--- src/hw/rtl/tmsp_pkg.sv ---
// Shared types and constants for the tile map scroll pager.
// Used by every module of the block; depends on nothing else.
package tmsp_pkg;

   // Fixed geometry of the screen and of the video memory.
   localparam logic [31:0] VRAM_TOP    = 32'h0600_0000;
   localparam logic [31:0] VRAM_BOTTOM = 32'h0620_0000;
   localparam logic [15:0] SCREEN_W    = 16'd256;
   localparam logic [15:0] SCREEN_H    = 16'd192;
   localparam int unsigned BLOCK_SHIFT = 11;          // 2048-byte blocks
   localparam logic [12:0] COPY_BYTES  = 13'd4096;

   // Configuration register indexes.
   localparam logic [2:0] CSR_SCREEN_SELECT  = 3'd0;
   localparam logic [2:0] CSR_MAP_TYPE       = 3'd1;
   localparam logic [2:0] CSR_MAP_WIDTH      = 3'd2;
   localparam logic [2:0] CSR_MAP_HEIGHT     = 3'd3;
   localparam logic [2:0] CSR_MAP_BASE_BLOCK = 3'd4;
   localparam logic [2:0] CSR_SOURCE_BASE    = 3'd5;

   // Map type codes.
   localparam logic [1:0] MAP_SMALL = 2'd0;
   localparam logic [1:0] MAP_WIDE  = 2'd1;
   localparam logic [1:0] MAP_TALL  = 2'd2;
   localparam logic [1:0] MAP_LARGE = 2'd3;

   // Result kind codes.
   localparam logic RESULT_COPY    = 1'b0;
   localparam logic RESULT_OFFSETS = 1'b1;

   // What the back end has to do for one request.
   typedef enum logic [1:0] {
      JOB_OFFSETS = 2'd0,
      JOB_SINGLE  = 2'd1,
      JOB_DOUBLE  = 2'd2
   } job_type;

   typedef struct packed {
      logic        screen_select;
      logic [1:0]  map_type;
      logic [15:0] map_width;
      logic [15:0] map_height;
      logic [4:0]  map_base_block;
      logic [31:0] source_base;
   } cfg_type;

   typedef struct packed {
      logic signed [15:0] scroll_x;
      logic signed [15:0] scroll_y;
   } req_type;

   typedef struct packed {
      logic        result_kind;
      logic [31:0] dest_address;
      logic [31:0] source_address;
      logic [12:0] copy_length;
      logic [8:0]  horizontal_offset;
      logic [8:0]  vertical_offset;
      logic        last_result;
   } rsp_type;

   // Classified request passed from the front end to the back end.
   typedef struct packed {
      job_type    job;
      logic [7:0] blk_a;   // block x, or the single paged block
      logic [7:0] blk_b;   // block y of a large map
      logic [8:0] h_off;
      logic [8:0] v_off;
   } entry_type;

endpackage

--- src/hw/rtl/tmsp_front.sv ---
// Front end of the scroll pager: clamps a request, compares its blocks with
// the stored ones and classifies it into a job. Depends on tmsp_pkg.
module tmsp_front
   import tmsp_pkg::*;
(
   input  logic      clock,
   input  logic      reset,
   input  cfg_type   cfg,
   input  logic      req_valid,
   input  req_type   req_data,
   input  logic      queue_full,
   output logic      req_stall,
   output logic      push,
   output entry_type entry
);

   logic [7:0]  cur_x_ff, cur_x_in;
   logic [7:0]  cur_y_ff, cur_y_in;
   logic [15:0] lim_x, lim_y;
   logic [15:0] cx, cy;
   logic [7:0]  bx, by;
   logic        accept;

   assign req_stall = queue_full;
   assign accept    = req_valid && !queue_full;
   assign push      = accept;

   // Clamp limits; a map smaller than the screen clamps to zero.
   assign lim_x = (cfg.map_width > SCREEN_W) ? cfg.map_width - SCREEN_W : '0;
   assign lim_y = (cfg.map_height > SCREEN_H) ? cfg.map_height - SCREEN_H : '0;

   // Clamp each axis to the range zero to its limit.
   always_comb begin
      if (req_data.scroll_x[15]) begin
         cx = '0;
      end else if (16'(req_data.scroll_x) > lim_x) begin
         cx = lim_x;
      end else begin
         cx = 16'(req_data.scroll_x);
      end
      if (req_data.scroll_y[15]) begin
         cy = '0;
      end else if (16'(req_data.scroll_y) > lim_y) begin
         cy = lim_y;
      end else begin
         cy = 16'(req_data.scroll_y);
      end
   end

   assign bx = cx[15:8];
   assign by = cy[15:8];

   // Classify the request and work out the stored blocks that follow.
   always_comb begin
      cur_x_in    = cur_x_ff;
      cur_y_in    = cur_y_ff;
      entry.job   = JOB_OFFSETS;
      entry.blk_a = bx;
      entry.blk_b = by;
      entry.h_off = cx[8:0];
      entry.v_off = cy[8:0];
      unique case (cfg.map_type)
         MAP_SMALL: begin
            entry.h_off = req_data.scroll_x[8:0];
            entry.v_off = req_data.scroll_y[8:0];
         end
         MAP_WIDE: begin
            entry.h_off = {1'b0, cx[7:0]};
            if (cur_x_ff != bx) begin
               entry.job = JOB_SINGLE;
               cur_x_in  = bx;
            end
         end
         MAP_TALL: begin
            entry.v_off = {1'b0, cy[7:0]};
            entry.blk_a = by;
            if (cur_y_ff != by) begin
               entry.job = JOB_SINGLE;
               cur_y_in  = by;
            end
         end
         default: begin
            entry.h_off = {1'b0, cx[7:0]};
            entry.v_off = {1'b0, cy[7:0]};
            if (cur_x_ff != bx || cur_y_ff != by) begin
               entry.job = JOB_DOUBLE;
               cur_x_in  = bx;
               cur_y_in  = by;
            end
         end
      endcase
   end

   // Stored blocks change only when a word is taken.
   always_ff @(posedge clock) begin
      if (reset) begin
         cur_x_ff <= '0;
         cur_y_ff <= '0;
      end else if (accept) begin
         cur_x_ff <= cur_x_in;
         cur_y_ff <= cur_y_in;
      end
   end

endmodule

--- src/hw/rtl/tmsp_queue.sv ---
// Short job queue between the front end and the back end of the pager.
// Depends on tmsp_pkg for the entry type.
module tmsp_queue
   import tmsp_pkg::*;
#(
   parameter int DEPTH = 4
)(
   input  logic      clock,
   input  logic      reset,
   input  logic      push,
   input  entry_type entry_in,
   input  logic      pop,
   output entry_type entry_out,
   output logic      not_empty,
   output logic      full
);

   localparam int PTR_W = (DEPTH > 1) ? $clog2(DEPTH) : 1;
   localparam int CNT_W = $clog2(DEPTH + 1);

   entry_type         entries_ff [DEPTH];
   logic [PTR_W-1:0]  wr_ptr_ff, wr_ptr_in;
   logic [PTR_W-1:0]  rd_ptr_ff, rd_ptr_in;
   logic [CNT_W-1:0]  count_ff, count_in;

   assign not_empty = (count_ff != '0);
   assign full      = (count_ff == CNT_W'(DEPTH));
   assign entry_out = entries_ff[rd_ptr_ff];

   // Pointer wrap and occupancy.
   always_comb begin
      wr_ptr_in = wr_ptr_ff;
      rd_ptr_in = rd_ptr_ff;
      count_in  = count_ff;
      if (push) begin
         wr_ptr_in = (wr_ptr_ff == PTR_W'(DEPTH - 1)) ? '0 : wr_ptr_ff + 1'b1;
      end
      if (pop) begin
         rd_ptr_in = (rd_ptr_ff == PTR_W'(DEPTH - 1)) ? '0 : rd_ptr_ff + 1'b1;
      end
      if (push && !pop) begin
         count_in = count_ff + 1'b1;
      end else if (pop && !push) begin
         count_in = count_ff - 1'b1;
      end
   end

   always_ff @(posedge clock) begin
      if (reset) begin
         wr_ptr_ff <= '0;
         rd_ptr_ff <= '0;
         count_ff  <= '0;
      end else begin
         wr_ptr_ff <= wr_ptr_in;
         rd_ptr_ff <= rd_ptr_in;
         count_ff  <= count_in;
      end
   end

   // Entry storage needs no reset.
   always_ff @(posedge clock) begin
      if (push) begin
         entries_ff[wr_ptr_ff] <= entry_in;
      end
   end

endmodule

--- src/hw/rtl/tmsp_back.sv ---
// Back end of the scroll pager: takes jobs from the queue and emits the copy
// requests and the offsets word, one per cycle while the receiver does not stall. Depends on tmsp_pkg.
module tmsp_back
   import tmsp_pkg::*;
(
   input  logic      clock,
   input  logic      reset,
   input  cfg_type   cfg,
   input  logic      job_valid,
   input  entry_type job_entry,
   output logic      pop,
   output logic      rsp_valid,
   input  logic      rsp_stall,
   output rsp_type   rsp_data
);

   logic        work_valid_ff, work_valid_in;
   job_type     work_job_ff;
   logic [8:0]  work_h_ff, work_v_ff;
   logic [27:0] work_off_ff, work_off_in;
   logic [1:0]  work_idx_ff, work_idx_in;
   logic        rsp_valid_ff, rsp_valid_in;
   rsp_type     rsp_data_ff, rsp_data_in;

   logic [8:0]  row_blocks;
   logic [19:0] row_bytes;
   logic [16:0] blk_index;
   logic [1:0]  copies;
   logic [31:0] vram_base;
   logic        out_free, emit, last_emit, second;

   // Blocks per map row, rounded up, and the row size in bytes.
   assign row_blocks = {1'b0, cfg.map_width[15:8]} + 9'(|cfg.map_width[7:0]);
   assign row_bytes  = {row_blocks, 11'b0};

   assign vram_base = (cfg.screen_select ? VRAM_BOTTOM : VRAM_TOP)
                    + {16'b0, cfg.map_base_block, 11'b0};

   always_comb begin
      unique case (work_job_ff)
         JOB_SINGLE: copies = 2'd1;
         JOB_DOUBLE: copies = 2'd2;
         default:    copies = 2'd0;
      endcase
   end

   // Handshake between the work register, the queue and the output word.
   assign out_free  = !rsp_valid_ff || !rsp_stall;
   assign emit      = work_valid_ff && out_free;
   assign last_emit = emit && (work_idx_ff == copies);
   assign pop       = job_valid && (!work_valid_ff || last_emit);
   assign second    = work_idx_ff[0];

   // Source offset of the first copy, found as the job is loaded.
   always_comb begin
      blk_index = 17'(job_entry.blk_b) * 17'(row_blocks) + 17'(job_entry.blk_a);
      if (job_entry.job == JOB_DOUBLE) begin
         work_off_in = {blk_index, 11'b0};
      end else begin
         work_off_in = {9'b0, job_entry.blk_a, 11'b0};
      end
   end

   always_comb begin
      work_valid_in = work_valid_ff;
      work_idx_in   = work_idx_ff;
      if (pop) begin
         work_valid_in = 1'b1;
         work_idx_in   = '0;
      end else if (last_emit) begin
         work_valid_in = 1'b0;
      end else if (emit) begin
         work_idx_in = work_idx_ff + 1'b1;
      end
   end

   // Build the next result word.
   always_comb begin
      rsp_data_in = '0;
      if (work_idx_ff == copies) begin
         rsp_data_in.result_kind       = RESULT_OFFSETS;
         rsp_data_in.horizontal_offset = work_h_ff;
         rsp_data_in.vertical_offset   = work_v_ff;
         rsp_data_in.last_result       = 1'b1;
      end else begin
         rsp_data_in.result_kind    = RESULT_COPY;
         rsp_data_in.dest_address   = vram_base + (second ? 32'(COPY_BYTES) : 32'd0);
         rsp_data_in.source_address = cfg.source_base + 32'(work_off_ff)
                                    + (second ? 32'(row_bytes) : 32'd0);
         rsp_data_in.copy_length    = COPY_BYTES;
      end
      rsp_valid_in = emit ? 1'b1 : (rsp_stall ? rsp_valid_ff : 1'b0);
   end

   always_ff @(posedge clock) begin
      if (reset) begin
         work_valid_ff <= 1'b0;
         work_idx_ff   <= '0;
         rsp_valid_ff  <= 1'b0;
      end else begin
         work_valid_ff <= work_valid_in;
         work_idx_ff   <= work_idx_in;
         rsp_valid_ff  <= rsp_valid_in;
      end
   end

   // Payload registers.
   always_ff @(posedge clock) begin
      if (pop) begin
         work_job_ff <= job_entry.job;
         work_h_ff   <= job_entry.h_off;
         work_v_ff   <= job_entry.v_off;
         work_off_ff <= work_off_in;
      end
      if (emit) begin
         rsp_data_ff <= rsp_data_in;
      end
   end

   assign rsp_valid = rsp_valid_ff;
   assign rsp_data  = rsp_data_ff;

endmodule

--- src/hw/rtl/tile_map_scroll_pager_unit.sv ---
// Scroll pager for one background layer of a tile display.
// Request channel (req_): one word carries a signed scroll position in x and y.
// Result channel (rsp_): for each request, zero to two copy requests from the
// map in main memory into video memory, then one word with the hardware
// offsets, marked by last_result. A word moves when valid is high and stall
// is low. Configuration (csr_) takes one register per cycle; the user must
// write it only while idle; the block does not enforce this. A request passes
// the job queue and the work register before its first result word is out.
// The back end emits one result word per cycle unless the receiver stalls;
// the front end takes a new request every cycle while the job queue has room.
// Reset clears the stored blocks, the job queue and the output word, and sets
// the registers to a 256 by 192 small map at the top screen.
// When the receiver stalls, the output word holds; the queue then fills and
// req_stall rises once QUEUE_DEPTH jobs wait.
// Depends on tmsp_pkg, tmsp_front, tmsp_queue and tmsp_back.
module tile_map_scroll_pager_unit
   import tmsp_pkg::*;
#(
   parameter int QUEUE_DEPTH = 4
)(
   input  logic        clock,
   input  logic        reset,
   input  logic        req_valid,
   output logic        req_stall,
   input  req_type     req_data,
   output logic        rsp_valid,
   input  logic        rsp_stall,
   output rsp_type     rsp_data,
   input  logic        csr_write,
   input  logic [2:0]  csr_index,
   input  logic [31:0] csr_wdata
);

   cfg_type   cfg_ff;
   logic      push, pop, queue_full, job_valid;
   entry_type front_entry, job_entry;

   // Configuration registers.
   always_ff @(posedge clock) begin
      if (reset) begin
         cfg_ff.screen_select  <= 1'b0;
         cfg_ff.map_type       <= MAP_SMALL;
         cfg_ff.map_width      <= SCREEN_W;
         cfg_ff.map_height     <= SCREEN_H;
         cfg_ff.map_base_block <= '0;
         cfg_ff.source_base    <= '0;
      end else if (csr_write) begin
         unique case (csr_index)
            CSR_SCREEN_SELECT:  cfg_ff.screen_select  <= csr_wdata[0];
            CSR_MAP_TYPE:       cfg_ff.map_type       <= csr_wdata[1:0];
            CSR_MAP_WIDTH:      cfg_ff.map_width      <= csr_wdata[15:0];
            CSR_MAP_HEIGHT:     cfg_ff.map_height     <= csr_wdata[15:0];
            CSR_MAP_BASE_BLOCK: cfg_ff.map_base_block <= csr_wdata[4:0];
            CSR_SOURCE_BASE:    cfg_ff.source_base    <= csr_wdata;
            default: ;
         endcase
      end
   end

   tmsp_front u_front (
      .clock      (clock),
      .reset      (reset),
      .cfg        (cfg_ff),
      .req_valid  (req_valid),
      .req_data   (req_data),
      .queue_full (queue_full),
      .req_stall  (req_stall),
      .push       (push),
      .entry      (front_entry)
   );

   tmsp_queue #(
      .DEPTH (QUEUE_DEPTH)
   ) u_queue (
      .clock     (clock),
      .reset     (reset),
      .push      (push),
      .entry_in  (front_entry),
      .pop       (pop),
      .entry_out (job_entry),
      .not_empty (job_valid),
      .full      (queue_full)
   );

   tmsp_back u_back (
      .clock     (clock),
      .reset     (reset),
      .cfg       (cfg_ff),
      .job_valid (job_valid),
      .job_entry (job_entry),
      .pop       (pop),
      .rsp_valid (rsp_valid),
      .rsp_stall (rsp_stall),
      .rsp_data  (rsp_data)
   );

endmodule

--- config.mk ---
export PLATFORM = sky130hd
export DESIGN_NAME = tile_map_scroll_pager_unit
export DESIGN_NICKNAME = d
export VERILOG_FILES = /design/src/hw/rtl/tmsp_pkg.sv /design/src/hw/rtl/tmsp_front.sv /design/src/hw/rtl/tmsp_queue.sv /design/src/hw/rtl/tmsp_back.sv /design/src/hw/rtl/tile_map_scroll_pager_unit.sv
export SDC_FILE = /design/constraint.sdc
export NUM_CORES = 1
export LEC_CHECK = 0
export BUFFER_PORTS_ARGS = -buffer_cell sky130_fd_sc_hd__buf_2
export CAP_MARGIN = 30
export CORE_MARGIN = 4
export CORE_UTILIZATION = 35
export CTS_CLUSTER_SIZE = 40
export DETAILED_ROUTE_END_ITERATION = 7
export HOLD_SLACK_MARGIN = 0.02
export PLACE_DENSITY = 0.62
export SLEW_MARGIN = 20
export SYNTH_ARGS = -nofsm -noshare
export SYNTH_HDL_FRONTEND = slang
export SYNTH_HIERARCHICAL = 1
export SYNTH_SLANG_ARGS = --single-unit
export TNS_END_PERCENT = 5
--- constraint.sdc ---
create_clock -name clock -period 7.4 [get_ports clock]
set_clock_uncertainty 0.05 [all_clocks]
set_input_delay 0.37 -clock clock [delete_from_list [all_inputs] [get_ports clock]]
set_output_delay 0.37 -clock clock [all_outputs]
set_load 0.05 [all_outputs]
==> impl_metrics.py <==
metrics = {
    "synth": {
        "muxShareOfSynthArea": 0.103,
        "synth_cell_type_count": 91,
        "syn_area_um2": 20100,
        "yosysSeqAreaShare": 0.461,
        "synth_cells": 1735,
        "synth_compound_area_frac": 0.0807,
        "synthArstFlopShare": 0,
        "yosysWarnings": 6,
        "synthAdderAreaFrac": 0.128,
        "synth_ff_type": "edfxtp_1",
        "synthXorXnorAreaFrac": 0.0175,
        "synth-simple-area-share": 0.155,
        "synth-edff-count": 241,
        "syn_avg_cell_area_um2": 11.6,
        "synth_top_family_by_area": "simple AND/OR/NAND/NOR gates",
        "synth_seq_cells": 342,
    },
    "die": {
        "die_x_um": 247,
        "fp.dieH_um": 247,
        "start_util": 0.354,
        "core_area_um2": 56600,
        "num_rows": 87,
        "io_pins": 171,
        "dieArea_um2": 61200,
    },
    "final_layout": {
        "final_common_cell": "edfxtp_1",
        "postLayoutCoreUtil": 0.398,
        "multi_input_area_um2": 9860,
        "ff_latch_area_um2": 9260,
        "nNetsFinal": 2097,
        "fill_cells": 5440,
        "layout_common_cells": "241 x edfxtp_1, 135 x buf_2, 124 x nand2b_1",
        "area_growth_pct": 12.2,
        "drive_above_1_share": 0.153,
    },
    "place": {
        "gp_congestion": 0.878,
        "portBuffers": 135,
        "hpwl_um": 36500,
        "dp_slack_ns": 1.33,
    },
    "drt": {
        "routed.top_layer": "met4",
        "wl_um": 50400,
        "routed_via_density": 5.09,
        "routedWlPerCell_um": 19.1,
        "route.met3.wl_um": 3410,
        "dr.pass1.iters": 5,
        "ant_nets": 0,
        "wl_met1_um": 23200,
        "wl_met2_um": 22800,
        "drt_iter0_markers": 1043,
        "drc_errors": 0,
        "vias": 13447,
    },
    "power_and_ir_drop": {
        "power.internal_mw": 4.52,
        "powerDensity_nw_per_um2": 331,
        "power.net_switching_mw": 2.92,
        "clockPowerShare": 0.244,
        "seqPwrFrac": 0.369,
        "swShare": 0.392,
        "pwr-share-comb": 0.387,
        "vdd_drop_max_mv": 0.230,
        "leakage_nw": 9.10,
    },
    "sta": {
        "fin_crit_ns": 6.08,
        "tns_ns": 0,
        "worst_pin_slew_ns": 0.944,
        "fin_crit_sh": 0.822,
        "setup_slack_ns": 1.32,
        "final-setup-viol-count": 0,
        "drv_slew": 0,
        "slew_headroom": 0.370,
        "rsz0062_at_grt": "no",
        "fmax_ghz": 0.164,
        "hold_viol": 0,
    },
    "setup_path": {
        "rr_worst_depth": 22,
        "path_cells": "nor4_1, nand2_1, ha_1, ha_1, nand3_1, nor2_1, xor2_1, nand2_1, fa_1, inv_1, fa_1, inv_1, fa_1, fa_1, inv_1, ha_1, o21ai_0, o21ai_1, a31oi_1, o311ai_1, xnor2_1, nor2_1",
        "crit_type": "reg2reg",
        "crit_arrival_ns": 6.29,
        "crit_path_max_fanout": 9,
        "crit_end": "u_back/work_off_ff[25]",
        "r2r_end": "u_back/work_off_ff[25]",
        "worstSetupEndpointType": "register",
        "r2r_start": "cfg_ff[58]",
        "cpPeakStageDelay_ns": 0.55,
        "crit_start": "cfg_ff[58]",
        "rrSetupSlack_ns": 1.32,
        "worst_setup_path_start_kind": "register",
        "cp.required_ns": 7.61,
        "crit_top_cell": "fa_1",
        "worst_path_max_delay_cell": "xor2_1",
    },
    "clocking": {
        "numCtsBuffers": 36,
        "clkLatencyLatePin_ns": 0.54,
        "clock_path_buffers": 3,
        "clk_pin_slew_ns": 0.06,
        "cts_root_buf": "clkbuf_16",
        "clock-sinks": 342,
        "htreeDepth": 2,
        "cts_resized": 0,
        "cts_tree": "yes",
        "post_cts_buffers": 0,
    },
    "grt": {
        "grt_pass1_wl_um": 78300,
        "grt_pass1_vias": 13468,
        "grt_max_degree": 90,
        "antenna_found_initial": 2,
        "grt_use_total": 0.162,
        "overflow": 0,
    },
    "hold_path": {
        "hp-class": "in2reg",
    },
    "flow_run": {
        "drv_cap": 0,
    },
    "run_status": {
        "status": "finished clean",
    },
}
==> worst min-delay path by stage <==
stage / cells after the start / start / endpoint
finish: 3 / csr_wdata[20] / cfg_ff[20]
global route: 3 / csr_wdata[28] / cfg_ff[28]
CTS: 3 / csr_wdata[26] / cfg_ff[26]
detailed placement: 2 / cfg_ff[7] / cfg_ff[7]
global placement: 2 / cfg_ff[1] / cfg_ff[1]
floorplan: 1 / reset / u_queue/count_ff[2]
==> per-layer routing <==
metal  up-vias  global-route usage
met3        65              0.0301
li1       6357                   -
met5         -                   0
met1      6631               0.231
met2       394               0.257
met4         0              0.0395
==> registers in the layout (all words and copies together), names as in the netlist, 3 cells and up, named ones only <==
signal,cells
u_front/cur_y_ff,8
u_front/cur_x_ff,8
cfg_ff,72
u_back/rsp_data,60
u_back/work_v_ff,9
u_back/work_h_ff,9
u_back/work_off_ff,17
u_queue/count_ff,3
u_queue/entries_ff,144
==> cell type report <==
class                           count  share of cell area
Inverter                          119              0.0198
Clock inverter                     23              0.0103
Timing Repair Buffer              152              0.0360
Multi-Input combinational cell   1205               0.438
Antenna cell                        1            0.000111
Clock buffer                       43              0.0421
Sequential cell                   342               0.411
Tap cell                          756              0.0420
==> power by group through the flow <==
stage	combinational, mW	clock, mW	sequential (mW)
6_report	2.88	1.82	2.74
5_1_grt	3.19	1.94	2.78
4_1_cts	2.91	1.86	2.75
3_5_place_dp	2.88	0	2.79
3_3_place_gp	2.84	0	2.78
2_1_floorplan	1.73	0	3.21
==> synth_stat cells, drive strengths merged, types with 23 or more instances <==
cell / n / area [um2]
dfxtp: 101 / 2020
clkbuf: 40 / 151
nand2: 116 / 435
edfxtp: 241 / 7240
nor3: 27 / 135
nor2: 103 / 387
mux4: 36 / 833
fa: 61 / 1220
mux2: 23 / 282
ha: 108 / 1350
xor2: 23 / 201
inv: 119 / 447
buf: 63 / 485
and2: 103 / 644
a21oi: 57 / 293
o21ai: 49 / 245
mux2i: 96 / 961
nand2b: 124 / 776
==> per-stage QoR <==
stage / cell area [um2] / hold slack (ns) / instances / power (mW)
floorplan: 20200 / 0.389 / 1769 / 4.94
global placement: 21300 / 0.409 / 2571 / 5.62
detailed placement: 21300 / 0.413 / 2571 / 5.68
CTS: 22500 / 0.0270 / 2638 / 7.53
global route: 22500 / 0.0305 / 2640 / 7.91
finish: 22500 / 0.0486 / 2641 / 7.44
==> cells by family (layout without fill, tap and decap cells) <==
family	after synthesis	after routing
simple gates	578	578
flops	342	342
compound gates	228	228
buf+inv	222	337
fa+ha+maj	169	169
mux	155	155
xor+xnor	40	40
other cells	1	36
==> worst max-delay path, delay by kind of cell, from the launching register on <==
family / cells / cell delay, ns
flops: 1 / 0.35
xor+xnor: 2 / 0.71
simple gates: 6 / 0.87
compound gates: 4 / 0.84
buf+inv: 3 / 0.14
fa+ha+maj: 7 / 2.81
==> timing repair <==
item	CTS	global route
hold endpoints to repair	1	0
setup endpoints to repair	0	0
hold buffers	1	0
No activity file was read; power rests on OpenSTA's default activity.
